### config.mk
export PLATFORM = sky130hd
export DESIGN_NAME = gpio_port_register_block
export DESIGN_NICKNAME = d
export VERILOG_FILES = /design/src/gprb_pkg.sv /design/src/gprb_lock.sv /design/src/gprb_port.sv /design/src/gpio_port_register_block.sv
export SDC_FILE = /design/constraint.sdc
export NUM_CORES = 1
export LEC_CHECK = 0
export BUFFER_PORTS_ARGS = -buffer_cell sky130_fd_sc_hd__buf_2
export CORE_MARGIN = 2
export CORE_UTILIZATION = 50
export CTS_BUF_LIST = sky130_fd_sc_hd__clkbuf_8
export CTS_CLUSTER_SIZE = 20
export DETAILED_ROUTE_END_ITERATION = 10
export PLACE_DENSITY = 0.79
export SETUP_SLACK_MARGIN = 0.5
export SYNTH_ARGS = -nofsm -noshare
export SYNTH_HDL_FRONTEND = slang
export SYNTH_SLANG_ARGS = --single-unit
### constraint.sdc
create_clock -name clk -period 5.67 [get_ports clk]
set_input_delay 0.567 -clock clk [delete_from_list [all_inputs] [get_ports clk]]
set_output_delay 0.567 -clock clk [all_outputs]
set_load 0.05 [all_outputs]
### src/gprb_pkg.sv
package gprb_pkg;

	// configuration word value after reset, mode 4 in every nibble
	localparam logic [31:0] MODE_RESET = 32'h4444_4444;

	// bit of the lock register that carries the key
	localparam int KEY_BIT = 16;

	// pins that the register map has room for
	localparam int MAX_PINS = 16;

	// access kinds
	localparam logic FUNC_READ  = 1'b0;
	localparam logic FUNC_WRITE = 1'b1;

	// word register map
	typedef enum logic [2:0] {
		REG_CFG_LOW  = 3'd0,
		REG_CFG_HIGH = 3'd1,
		REG_INPUT    = 3'd2,
		REG_OUTPUT   = 3'd3,
		REG_SET_RST  = 3'd4,
		REG_RESET    = 3'd5,
		REG_LOCK     = 3'd6,
		REG_NONE     = 3'd7
	} reg_sel_t;

	// lock key sequence
	typedef enum logic [1:0] {
		LOCK_IDLE  = 2'd0,
		LOCK_KEY1  = 2'd1,
		LOCK_KEY0  = 2'd2,
		LOCK_ARMED = 2'd3
	} lock_step_t;

	// one register access request
	typedef struct packed {
		logic                  wr;
		reg_sel_t              sel;
		logic [31:0]           data;
		logic [MAX_PINS-1:0]   levels;
	} access_t;

	// lock status seen by the port registers
	typedef struct packed {
		logic                  key;
		logic [MAX_PINS-1:0]   mask;
	} lock_status_t;

	// mask of the pins that are implemented
	function automatic logic [MAX_PINS-1:0] pins_present(input int count);
		logic [MAX_PINS-1:0] m;
		for (int i = 0; i < MAX_PINS; i++) begin
			m[i] = (i < count);
		end
		return m;
	endfunction

endpackage

### src/gprb_lock.sv
module gprb_lock #(
	parameter int PIN_COUNT = 16
) (
	input  logic                   clk,
	input  logic                   arst_n,
	input  logic                   en,
	input  gprb_pkg::access_t      acc,
	output gprb_pkg::lock_status_t status,
	output gprb_pkg::lock_status_t status_d,
	output logic [31:0]            lock_word
);
	import gprb_pkg::*;

	localparam logic [MAX_PINS-1:0] PRESENT = pins_present(PIN_COUNT);

	lock_step_t          step_q, step_d;
	logic                key_q, key_d;
	logic [MAX_PINS-1:0] mask_q, mask_d;
	logic [MAX_PINS-1:0] wr_mask;
	logic                wr_key;
	logic                same;
	logic                lock_wr;
	logic                lock_rd;

	// decode of the lock register request
	assign wr_mask = acc.data[MAX_PINS-1:0] & PRESENT;
	assign wr_key  = acc.data[KEY_BIT];
	assign same    = (wr_mask == mask_q);
	assign lock_wr = en && (acc.wr == FUNC_WRITE) && (acc.sel == REG_LOCK) && !key_q;
	assign lock_rd = en && (acc.wr == FUNC_READ) && (acc.sel == REG_LOCK);

	// key sequence next state
	always_comb begin
		step_d = step_q;
		if (lock_wr) begin
			unique case (step_q)
				LOCK_KEY1: begin
					step_d = (!wr_key && same) ? LOCK_KEY0 : (wr_key ? LOCK_KEY1 : LOCK_IDLE);
				end
				LOCK_KEY0: begin
					step_d = (wr_key && same) ? LOCK_ARMED : LOCK_KEY1;
					if (!wr_key) begin
						step_d = LOCK_IDLE;
					end
				end
				default: begin
					step_d = wr_key ? LOCK_KEY1 : LOCK_IDLE;
				end
			endcase
		end else if (lock_rd && !key_q && step_q == LOCK_ARMED) begin
			step_d = LOCK_IDLE;
		end
	end

	// key, mask and read word
	always_comb begin
		key_d     = key_q | (lock_rd && step_q == LOCK_ARMED);
		mask_d    = lock_wr ? wr_mask : mask_q;
		lock_word = {{(31 - KEY_BIT){1'b0}}, key_q, mask_q};
	end

	// lock state registers
	always_ff @(posedge clk or negedge arst_n) begin
		if (!arst_n) begin
			step_q <= LOCK_IDLE;
			key_q  <= 1'b0;
			mask_q <= '0;
		end else begin
			step_q <= step_d;
			key_q  <= key_d;
			mask_q <= mask_d;
		end
	end

	assign status   = '{key: key_q, mask: mask_q};
	assign status_d = '{key: key_d, mask: mask_d};

	// once locked, only reset unlocks
	a_key_sticky: assert property (@(posedge clk) disable iff (!arst_n)
		key_q |=> key_q)
		else $error("lock key dropped without reset");

	// the mask is frozen while locked
	a_mask_frozen: assert property (@(posedge clk) disable iff (!arst_n)
		key_q |=> $stable(mask_q))
		else $error("lock mask changed while locked");

	// no sequence runs once locked
	a_idle_locked: assert property (@(posedge clk) disable iff (!arst_n)
		key_q |-> step_q == LOCK_IDLE)
		else $error("key sequence active while locked");

endmodule

### src/gprb_port.sv
module gprb_port #(
	parameter int PIN_COUNT = 16
) (
	input  logic                   clk,
	input  logic                   arst_n,
	input  logic                   en,
	input  gprb_pkg::access_t      acc,
	input  gprb_pkg::lock_status_t lock,
	output logic [31:0]            mode_low_d,
	output logic [31:0]            mode_high_d,
	output logic [15:0]            drive_d,
	output logic [31:0]            port_word
);
	import gprb_pkg::*;

	localparam logic [MAX_PINS-1:0] PRESENT = pins_present(PIN_COUNT);

	logic [31:0]         mode_low_q, mode_high_q;
	logic [MAX_PINS-1:0] out_bits_q;
	logic [MAX_PINS-1:0] keep_pin;
	logic [63:0]         keep_nib;

	// nibbles that ignore writes: absent pins and locked pins
	always_comb begin
		for (int i = 0; i < MAX_PINS; i++) begin
			keep_pin[i]          = !PRESENT[i] || (lock.key && lock.mask[i]);
			keep_nib[i*4 +: 4]   = {4{keep_pin[i]}};
		end
	end

	// register writes
	always_comb begin
		mode_low_d  = mode_low_q;
		mode_high_d = mode_high_q;
		drive_d     = out_bits_q;
		if (en && acc.wr == FUNC_WRITE) begin
			unique case (acc.sel)
				REG_CFG_LOW: begin
					mode_low_d = (mode_low_q & keep_nib[31:0]) | (acc.data & ~keep_nib[31:0]);
				end
				REG_CFG_HIGH: begin
					mode_high_d = (mode_high_q & keep_nib[63:32])
						| (acc.data & ~keep_nib[63:32]);
				end
				REG_OUTPUT: begin
					drive_d = acc.data[15:0] & PRESENT;
				end
				REG_SET_RST: begin
					drive_d = ((out_bits_q & ~acc.data[31:16]) | acc.data[15:0]) & PRESENT;
				end
				REG_RESET: begin
					drive_d = out_bits_q & ~acc.data[15:0] & PRESENT;
				end
				default: begin
				end
			endcase
		end
	end

	// register reads, from the state before the request
	always_comb begin
		port_word = '0;
		if (acc.wr == FUNC_READ) begin
			unique case (acc.sel)
				REG_CFG_LOW:  port_word = mode_low_q;
				REG_CFG_HIGH: port_word = mode_high_q;
				REG_INPUT:    port_word = {16'd0, acc.levels & PRESENT};
				REG_OUTPUT:   port_word = {16'd0, out_bits_q};
				default:      port_word = '0;
			endcase
		end
	end

	// port registers
	always_ff @(posedge clk or negedge arst_n) begin
		if (!arst_n) begin
			mode_low_q  <= MODE_RESET;
			mode_high_q <= MODE_RESET;
			out_bits_q  <= '0;
		end else begin
			mode_low_q  <= mode_low_d;
			mode_high_q <= mode_high_d;
			out_bits_q  <= drive_d;
		end
	end

	// absent pins never drive
	a_absent_quiet: assert property (@(posedge clk) disable iff (!arst_n)
		(out_bits_q & ~PRESENT) == '0)
		else $error("output bit set on an absent pin");

endmodule

### src/gpio_port_register_block.sv
// Register file of a 16-pin GPIO port with a configuration lock. Each request
// is one word read or write; one result comes back per request, carrying the
// read data (zero on writes) and the pin drive, pin modes and lock state as
// they stand after the request. A request is taken every cycle while the result
// side does not stall; a result goes through the input register, then the result
// register, and the input side keeps taking requests while a result waits, as
// long as the result register frees up in the same cycle.
module gpio_port_register_block #(
	parameter int PIN_COUNT = 16
) (
	input  logic        clk,
	input  logic        arst_n,
	input  logic        in_valid,
	output logic        in_ready,
	input  logic        func,
	input  logic [2:0]  reg_index,
	input  logic [31:0] write_data,
	input  logic [15:0] pin_levels,
	output logic        out_valid,
	input  logic        out_ready,
	output logic [31:0] read_data,
	output logic [15:0] pin_drive,
	output logic [63:0] pin_modes,
	output logic        lock_active
);
	import gprb_pkg::*;

	logic         valid_s1;
	access_t      acc_s1;
	logic         adv;
	logic         out_valid_s2;
	logic [31:0]  read_data_s2;
	logic [15:0]  pin_drive_s2;
	logic [63:0]  pin_modes_s2;
	logic         lock_active_s2;
	lock_status_t lock_status;
	lock_status_t lock_status_d;
	logic [31:0]  lock_word;
	logic [31:0]  port_word;
	logic [31:0]  mode_low_d, mode_high_d;
	logic [15:0]  drive_d;
	logic [31:0]  rd;

	// handshake
	assign adv      = valid_s1 && (!out_valid_s2 || out_ready);
	assign in_ready = !valid_s1 || adv;

	// input register
	always_ff @(posedge clk or negedge arst_n) begin
		if (!arst_n) begin
			valid_s1 <= 1'b0;
		end else if (in_ready) begin
			valid_s1 <= in_valid;
		end
	end

	always_ff @(posedge clk) begin
		if (in_valid && in_ready) begin
			acc_s1 <= '{wr: func, sel: reg_sel_t'(reg_index), data: write_data,
				levels: pin_levels};
		end
	end

	gprb_lock #(
		.PIN_COUNT(PIN_COUNT)
	) u_lock (
		.clk      (clk),
		.arst_n   (arst_n),
		.en       (adv),
		.acc      (acc_s1),
		.status   (lock_status),
		.status_d (lock_status_d),
		.lock_word(lock_word)
	);

	gprb_port #(
		.PIN_COUNT(PIN_COUNT)
	) u_port (
		.clk        (clk),
		.arst_n     (arst_n),
		.en         (adv),
		.acc        (acc_s1),
		.lock       (lock_status),
		.mode_low_d (mode_low_d),
		.mode_high_d(mode_high_d),
		.drive_d    (drive_d),
		.port_word  (port_word)
	);

	// read data merge
	assign rd = port_word
		| (((acc_s1.wr == FUNC_READ) && (acc_s1.sel == REG_LOCK)) ? lock_word : 32'd0);

	// result register
	always_ff @(posedge clk or negedge arst_n) begin
		if (!arst_n) begin
			out_valid_s2 <= 1'b0;
		end else if (adv) begin
			out_valid_s2 <= 1'b1;
		end else if (out_ready) begin
			out_valid_s2 <= 1'b0;
		end
	end

	always_ff @(posedge clk) begin
		if (adv) begin
			read_data_s2   <= rd;
			pin_drive_s2   <= drive_d;
			pin_modes_s2   <= {mode_high_d, mode_low_d};
			lock_active_s2 <= lock_status_d.key;
		end
	end

	assign out_valid   = out_valid_s2;
	assign read_data   = read_data_s2;
	assign pin_drive   = pin_drive_s2;
	assign pin_modes   = pin_modes_s2;
	assign lock_active = lock_active_s2;

endmodule

### Yosys cells after proc, flatten, opt, wreduce, memory -nomap -nowiden

Cells that the tools add are included.

* flip-flop bits (word level): 266
* bits in latches: 0
* RAM bits: 0
* memory bits (read-only): 0
* input bits: 56
* output and inout port bits: 115
* logic and storage cells: 98
* memories kept: 0

* add/subtract/negate cells: 0
* $mul: 0
* divide/modulo/power cells: 0
* order comparisons: 0
* eq/ne operators: 10
* shift operators: 0
* muxes and demuxes: 18
* bitwise logic cells: 16
* reduce and logical (&&, ||, !) cells: 38

Operators with widths (number)
* $mux 32: 5
* $and 32x32->32: 4
* $pmux 32 s4: 1
* $not 32->32: 2
* $or 32x32->32: 2
* $pmux 16 s3: 1
* $and 16x16->16: 2
* $not 16->16: 2
* $or 32x17->32: 1
* $logic_and 1x1->1: 29
* $mux 17: 1
* $eq 16x16->1: 1
* $mux 16: 1
* $or 16x16->16: 1
* $mux 2: 5
* $eq 3x3->1 const B: 3
* $eq 3x2->1 const B: 2
* $eq 2x2->1 const B: 2
* $logic_not 1->1: 4
* $pmux 2 s2: 1
* $reduce_bool 2->1: 2
* $eq 3x1->1 const B: 1
* $logic_not 3->1: 1
* $mux 1: 3
* other kinds (4): 5

### Depth between registers and ports, before layout

* depth in word-level cells: 9
* mapped depth: 7
* depth with buffers taken out: 5

### By module

From an unflattened synthesis, not the netlist that was laid out.

* cells, all modules: 679
* area, all modules: 10920.5 um^2

By module, submodules not included
* gpio_port_register_block: instances 1, cells an instance 210, area each 5335.1 um^2, sequential area each 5004.8 um^2
* gprb_port: instances 1, cells an instance 360, area each 4291.6 um^2, sequential area each 2021.9 um^2
* gprb_lock: instances 1, cells an instance 109, area each 1293.7 um^2, sequential area each 475.5 um^2

### Worst setup path before layout

Ideal clock, no wire load.

* kind: register -> register
* start point: register out_valid_s2 (netlist: out_valid)
* end point: register lock_active_s2 (netlist: lock_active), enable pin
* setup time: 0.485 ns
* arrival time: 3.424 ns
* data required time: 5.185 ns
* path slack: 1.761 ns
* stages on the path, launching flop included: 3
* path buffers: 0
* period minus slack after synthesis: 3.909 ns
* cells stage by stage: dfrtp_1 > nand2b_1 > and2_1

* word-level cells in the longest chain between the ends: 3

RTL lines
* from (decl): line gpio_port_register_block.sv:31 `logic out_valid_s2;`
* from (signal assigned): line gpio_port_register_block.sv:97 `out_valid_s2 <= 1'b0;`
* from (signal assigned): line gpio_port_register_block.sv:99 `out_valid_s2 <= 1'b1;`
* from (signal assigned): line gpio_port_register_block.sv:101 `out_valid_s2 <= 1'b0;`
* $logic_not 1->1: line gpio_port_register_block.sv:45 `assign adv = valid_s1 && (!out_valid_s2 || out_ready);`
* $logic_or 1x1->1: line gpio_port_register_block.sv:45
* $logic_and 1x1->1: line gpio_port_register_block.sv:45
* named net adv: line gpio_port_register_block.sv:30 `logic adv;`
* to (signal assigned): line gpio_port_register_block.sv:110 `lock_active_s2 <= lock_status_d.key;`
* to (decl): line gpio_port_register_block.sv:35 `logic lock_active_s2;`

The timed path passes the listed nets, and every way through them passes these cells.
A chain may end at the register's enable or synchronous reset.

### Final worst setup path

* start point: register acc_s1[50] in the netlist's numbering
* end point: register pin_drive_s2[14] (netlist: pin_drive[14]), data pin

* word-level cells in the longest chain between the ends: 3
* elaborated cells between the ends (all ways): 5
* those cells by class: eq/ne (3); mux (2)

RTL lines
* from (decl): line gpio_port_register_block.sv:29 `access_t acc_s1;`
* from (signal assigned): line gpio_port_register_block.sv:59 `acc_s1 <= '{wr: func, sel: reg_sel_t'(reg_index), data: write_data,`
* $eq 3x3->1 / $eq 3x2->1 (equally long branches): line gprb_port.sv:37 `unique case (acc.sel)`
* $pmux 16 s3 (*): line gprb_port.sv:37
* $mux 16 (*): line gprb_port.sv:36 `if (en && acc.wr == FUNC_WRITE) begin`
* named net drive_d[14]: line gpio_port_register_block.sv:41 `logic [15:0] drive_d;`
* to (signal assigned): line gpio_port_register_block.sv:108 `pin_drive_s2 <= drive_d;`
* to (decl): line gpio_port_register_block.sv:33 `logic [15:0] pin_drive_s2;`

The timed path passes the listed nets; every way through them passes the cells marked *.

==> flow_summary.rst <==
.. list-table::
   :header-rows: 1

   * - Metric
     - Value
   * - Status
     - completed
   * - Required time of the critical path
     - 5920 ps
   * - Period minus WS final
     - 2746 ps
   * - Summed negative setup slack over all endpoints
     - 0 ps
   * - Switching pwr
     - 1.573 mW
   * - Complex-gate fraction of the synthesized area
     - 0.08279
   * - Inserted Clock Buffers
     - 40
   * - Overall overflow remaining after global route
     - 0
   * - Layout cell share with drive strength beyond 1
     - 0.4191
   * - Maximum root-to-sink buffer count
     - 3
   * - Worst VDD drop
     - 0.1498 mV
   * - WL final
     - 23200 um
   * - Startpoint Class
     - flop
   * - Fillers
     - 1455
   * - H-tree depth reported by CTS
     - 2
   * - Post-cts repair resize count
     - 0
   * - TritonCTS clock tree
     - done
   * - Fraction of the mapped netlist area in simple logic gates
     - 0.04950
   * - Post-CTS Setup Inserts
     - 0
   * - Setup-violating endpoint count in the final report
     - 0
   * - Proportion of synthesized area in mux cells
     - 0.08978
   * - Die Footprint
     - 0.02122 mm^2
   * - DPL Wire Length
     - 15060 um
   * - Ordered cell list for the critical path
     - and3b_1 > o2111a_2 > o221ai_1 > a22o_1
   * - Signal arrival time at the worst endpoint
     - 3000 ps
   * - Number of stages on the worst setup path
     - 4
   * - Detailed-routing iteration count for the pre-antenna-repair pass
     - 5
   * - Mapped Avg Cell Area
     - 16.92 um^2
   * - Largest net degree at the start of global routing
     - 72
   * - Register share of total power
     - 0.531
   * - Nets
     - 846
   * - Global Route Usage Sum
     - 0.2184
   * - CP max stage cell
     - sky130_fd_sc_hd__and3b_1
   * - Summed instance area of the synthesized netlist
     - 0.01003 mm^2
   * - Register area share after synthesis
     - 0.7476
   * - Design internal power
     - 3.565 mW
   * - Total nets after synthesis
     - 652
   * - Buffers added on ports
     - 170
   * - Cell family with the largest share of critical-path delay
     - compound AO/OA/AOI/OAI gates
   * - Number of global-route vias before repair
     - 6113
   * - Max frequency
     - 364.2 MHz
   * - Element type at the critical path end
     - flop
   * - Largest family of logic cells by synthesized area
     - multiplexers
   * - Vias per Instance
     - 5.667
   * - Initial DRC count
     - 499
   * - Number of enable flip-flop cells after synthesis
     - 165
   * - Count of hold-fix buffers inserted at cts
     - 0
   * - Type of the worst min-delay path
     - input port to asynchronous set/reset pin
   * - Clk Latency, worst-skew pair
     - 520 ps
   * - Number of antenna repair diodes
     - 0
   * - Layout overhead on the synthesized area
     - 19.01%
   * - Weighted congestion reported at the end of routability-driven placement
     - 0.7966
   * - Type of the worst setup path
     - flop to flop
   * - Max_cap viols
     - 0
   * - Top FF cell, synth
     - sky130_fd_sc_hd__edfxtp_1
   * - Switching part of the total
     - 0.3061
   * - Area occupied by multi-input gates
     - 0.002431 mm^2
   * - CTS Sinks
     - 266
   * - Synth Instances
     - 593
   * - Final Total Pwr
     - 5.138 mW
   * - Final critical-path share of the clock period
     - 0.4842
   * - Power density over the cells
     - 430.3 mW/mm^2
   * - Warnings from Yosys
     - 0
   * - Placeable core area
     - 0.01959 mm^2
   * - Number of primary I/O pins
     - 171
   * - Maximum fanout encountered on the critical timing path
     - 17
   * - Leakage power summed over all cells
     - 4.829 nW
   * - Post-route antenna net violation count
     - 0
   * - Flip-flop and latch area
     - 0.007502 mm^2
   * - Vias
     - 6126
   * - Sum of buffers and inverters on the critical path
     - 0
   * - Worst-case headroom to the max-slew limit
     - 0.3385
   * - Number of failing hold endpoints at the final stage
     - 0
   * - Horizontal die dimension
     - 145.7 um
   * - Worst reg-to-reg path cell count
     - 4
   * - CTS Root Buffer Type
     - sky130_fd_sc_hd__clkbuf_8
   * - Drc violations
     - 0
   * - Initial Utilization
     - 0.5122
   * - Number of core rows
     - 51
   * - Synth cell types
     - 39
   * - Unrepaired setup endpoints after global routing
     - false
   * - Gate power share
     - 0.182
   * - Die extent in y
     - 145.7 um
   * - First-pass GRT wire length
     - 35490 um
   * - Routed len/inst
     - 21.46 um
   * - Arithmetic-cell share of the synthesized area counting full adders, half adders and majority gates
     - 0.003741
   * - Clock tree skew after final layout
     - 18.51 ps
   * - Actual slew at the worst max-slew pin
     - 992.2 ps
   * - Fin. max-slew vios
     - 0
   * - Synthesized flop and latch total
     - 266
   * - Xor-xnor portion of the synthesized cell area
     - 0.01397
   * - Max stage delay on crit path
     - 840 ps
   * - Antenna violations before repair
     - 0
   * - Async set or reset register ratio after synthesis
     - 0.3797
   * - Clock share of power
     - 0.287
   * - Register clock-pin slew on the reported worst setup and hold paths
     - 60 ps
[power groups by stage]
stage / logic, mW / clock network [mW] / registers [mW]
after floorplan: 0.346 / 0 / 3.09
after CTS: 0.939 / 1.50 / 2.72
final: 0.935 / 1.47 / 2.73
after global routing: 0.989 / 1.59 / 2.76
after detailed placement: 0.933 / 0 / 2.75
after global placement: 0.914 / 0 / 2.75
[per-layer routing]
| layer | GRT usage | part of all wire |
|---|---|---|
| met5 | 0 | 0 |
| met4 | 0.05294 | 0.018 |
| met3 | 0.05141 | 0.083 |
| met2 | 0.3429 | 0.47 |
| met1 | 0.3134 | 0.43 |
[placed cells by master, fill, tap and decap left out, drive strengths merged, types with 2 or more instances in the layout]
cell and count:
buf 178, edfxtp 165, dfrtp 85, mux2 80, nand2 53, clkbuf 45
a22o 32, o21ai 19, o221ai 16, a221oi 16, a22oi 16, dfstp 16
inv 15, nor2 15, xor2 15, clkinv 11, nand2b 6, nor4 5
nor3b 4, ha 3, nor2b 2, nand3b 2, nand4 2, nor3 2
and2 2
[synthesized netlist by cell type (2+ instances only)]
master / instances / area share
sky130_fd_sc_hd__mux2_2: 80 / 0.090
sky130_fd_sc_hd__nand4_1: 2 / 0.0012
sky130_fd_sc_hd__nor2_1: 15 / 0.0056
sky130_fd_sc_hd__o21ai_0: 19 / 0.0095
sky130_fd_sc_hd__nor4_1: 4 / 0.0025
sky130_fd_sc_hd__nand2b_1: 6 / 0.0037
sky130_fd_sc_hd__buf_4: 4 / 0.0030
sky130_fd_sc_hd__nor2b_1: 2 / 0.0012
sky130_fd_sc_hd__clkbuf_1: 16 / 0.0060
sky130_fd_sc_hd__a221oi_1: 16 / 0.014
sky130_fd_sc_hd__a22oi_1: 16 / 0.012
sky130_fd_sc_hd__ha_1: 3 / 0.0037
sky130_fd_sc_hd__nor3b_2: 3 / 0.0037
sky130_fd_sc_hd__a22o_1: 32 / 0.028
sky130_fd_sc_hd__nand2_1: 52 / 0.019
sky130_fd_sc_hd__o221ai_1: 16 / 0.014
sky130_fd_sc_hd__dfrtp_1: 85 / 0.21
sky130_fd_sc_hd__inv_1: 2 / 0.00075
sky130_fd_sc_hd__buf_2: 5 / 0.0025
sky130_fd_sc_hd__nand3b_1: 2 / 0.0015
sky130_fd_sc_hd__xor2_1: 15 / 0.013
sky130_fd_sc_hd__and2_1: 2 / 0.0012
sky130_fd_sc_hd__dfstp_2: 16 / 0.042
sky130_fd_sc_hd__edfxtp_1: 165 / 0.49
[layout make-up]
cell class	count	share of cell area
repair buffers	178	0.07648
multi-input cells	299	0.2036
inverters	2	0.0006286
clock inverters	26	0.01152
clock buffers	45	0.05186
well taps	265	0.02776
flip-flops and latches	266	0.6282
[cell families (layout without fill, tap and decap cells)]
kind of cell / count (synthesis) / count (layout)
flip-flops: 266 / 266
AO/OA/AOI/OAI: 104 / 104
AND/OR/NAND/NOR: 96 / 96
multiplexers: 80 / 80
buffers and inverters: 28 / 251
XOR/XNOR: 16 / 16
adder cells (fa/ha/maj): 3 / 3
[path summary, 6_finish.rpt]
check	from	end	slack (ps)
setup / recovery	acc_s1[50]	pin_drive[14]	2920
hold / removal	arst_n	u_port.mode_low_q[17]	20
setup reg to reg	acc_s1[50]	pin_drive[14]	2920
hold reg to reg	u_port.mode_low_q[8]	u_port.mode_low_q[8]	530
max in group asynchronous	arst_n	u_port.mode_high_q[7]	4430
min in group clk	pin_levels[2]	acc_s1[2]	220
[sequential cells by signal (all words and copies together) (netlist names)]
| signal | flops |
|---|---|
| u_lock.step_q | 2 |
| u_lock.key_q | 1 |
| u_port.out_bits_q | 16 |
| u_port.mode_high_q | 32 |
| out_valid | 1 |
| acc_s1 | 52 |
| pin_modes | 64 |
| pin_drive | 16 |
| lock_active | 1 |
| valid_s1 | 1 |
| u_lock.mask_q | 16 |
| u_port.mode_low_q | 32 |
| read_data | 32 |
[metrics by stage]
step / area, um^2 / setup slack [ps] / cells / util / hold slack, ps
after floorplan: 10030 / 1761 / 593 / - / 271.4
after global placement: 11190 / 3017 / 1010 / 0.5710 / 504.1
after detailed placement: 11190 / 2972 / 1010 / 0.5710 / 505.0
after CTS: 11940 / 2954 / 1081 / 0.6096 / 23.00
after global routing: 11940 / 2822 / 1081 / 0.6096 / 45.77
final: 11940 / 2924 / 1081 / 0.6096 / 23.33
(Power assumes the default switching activity.)
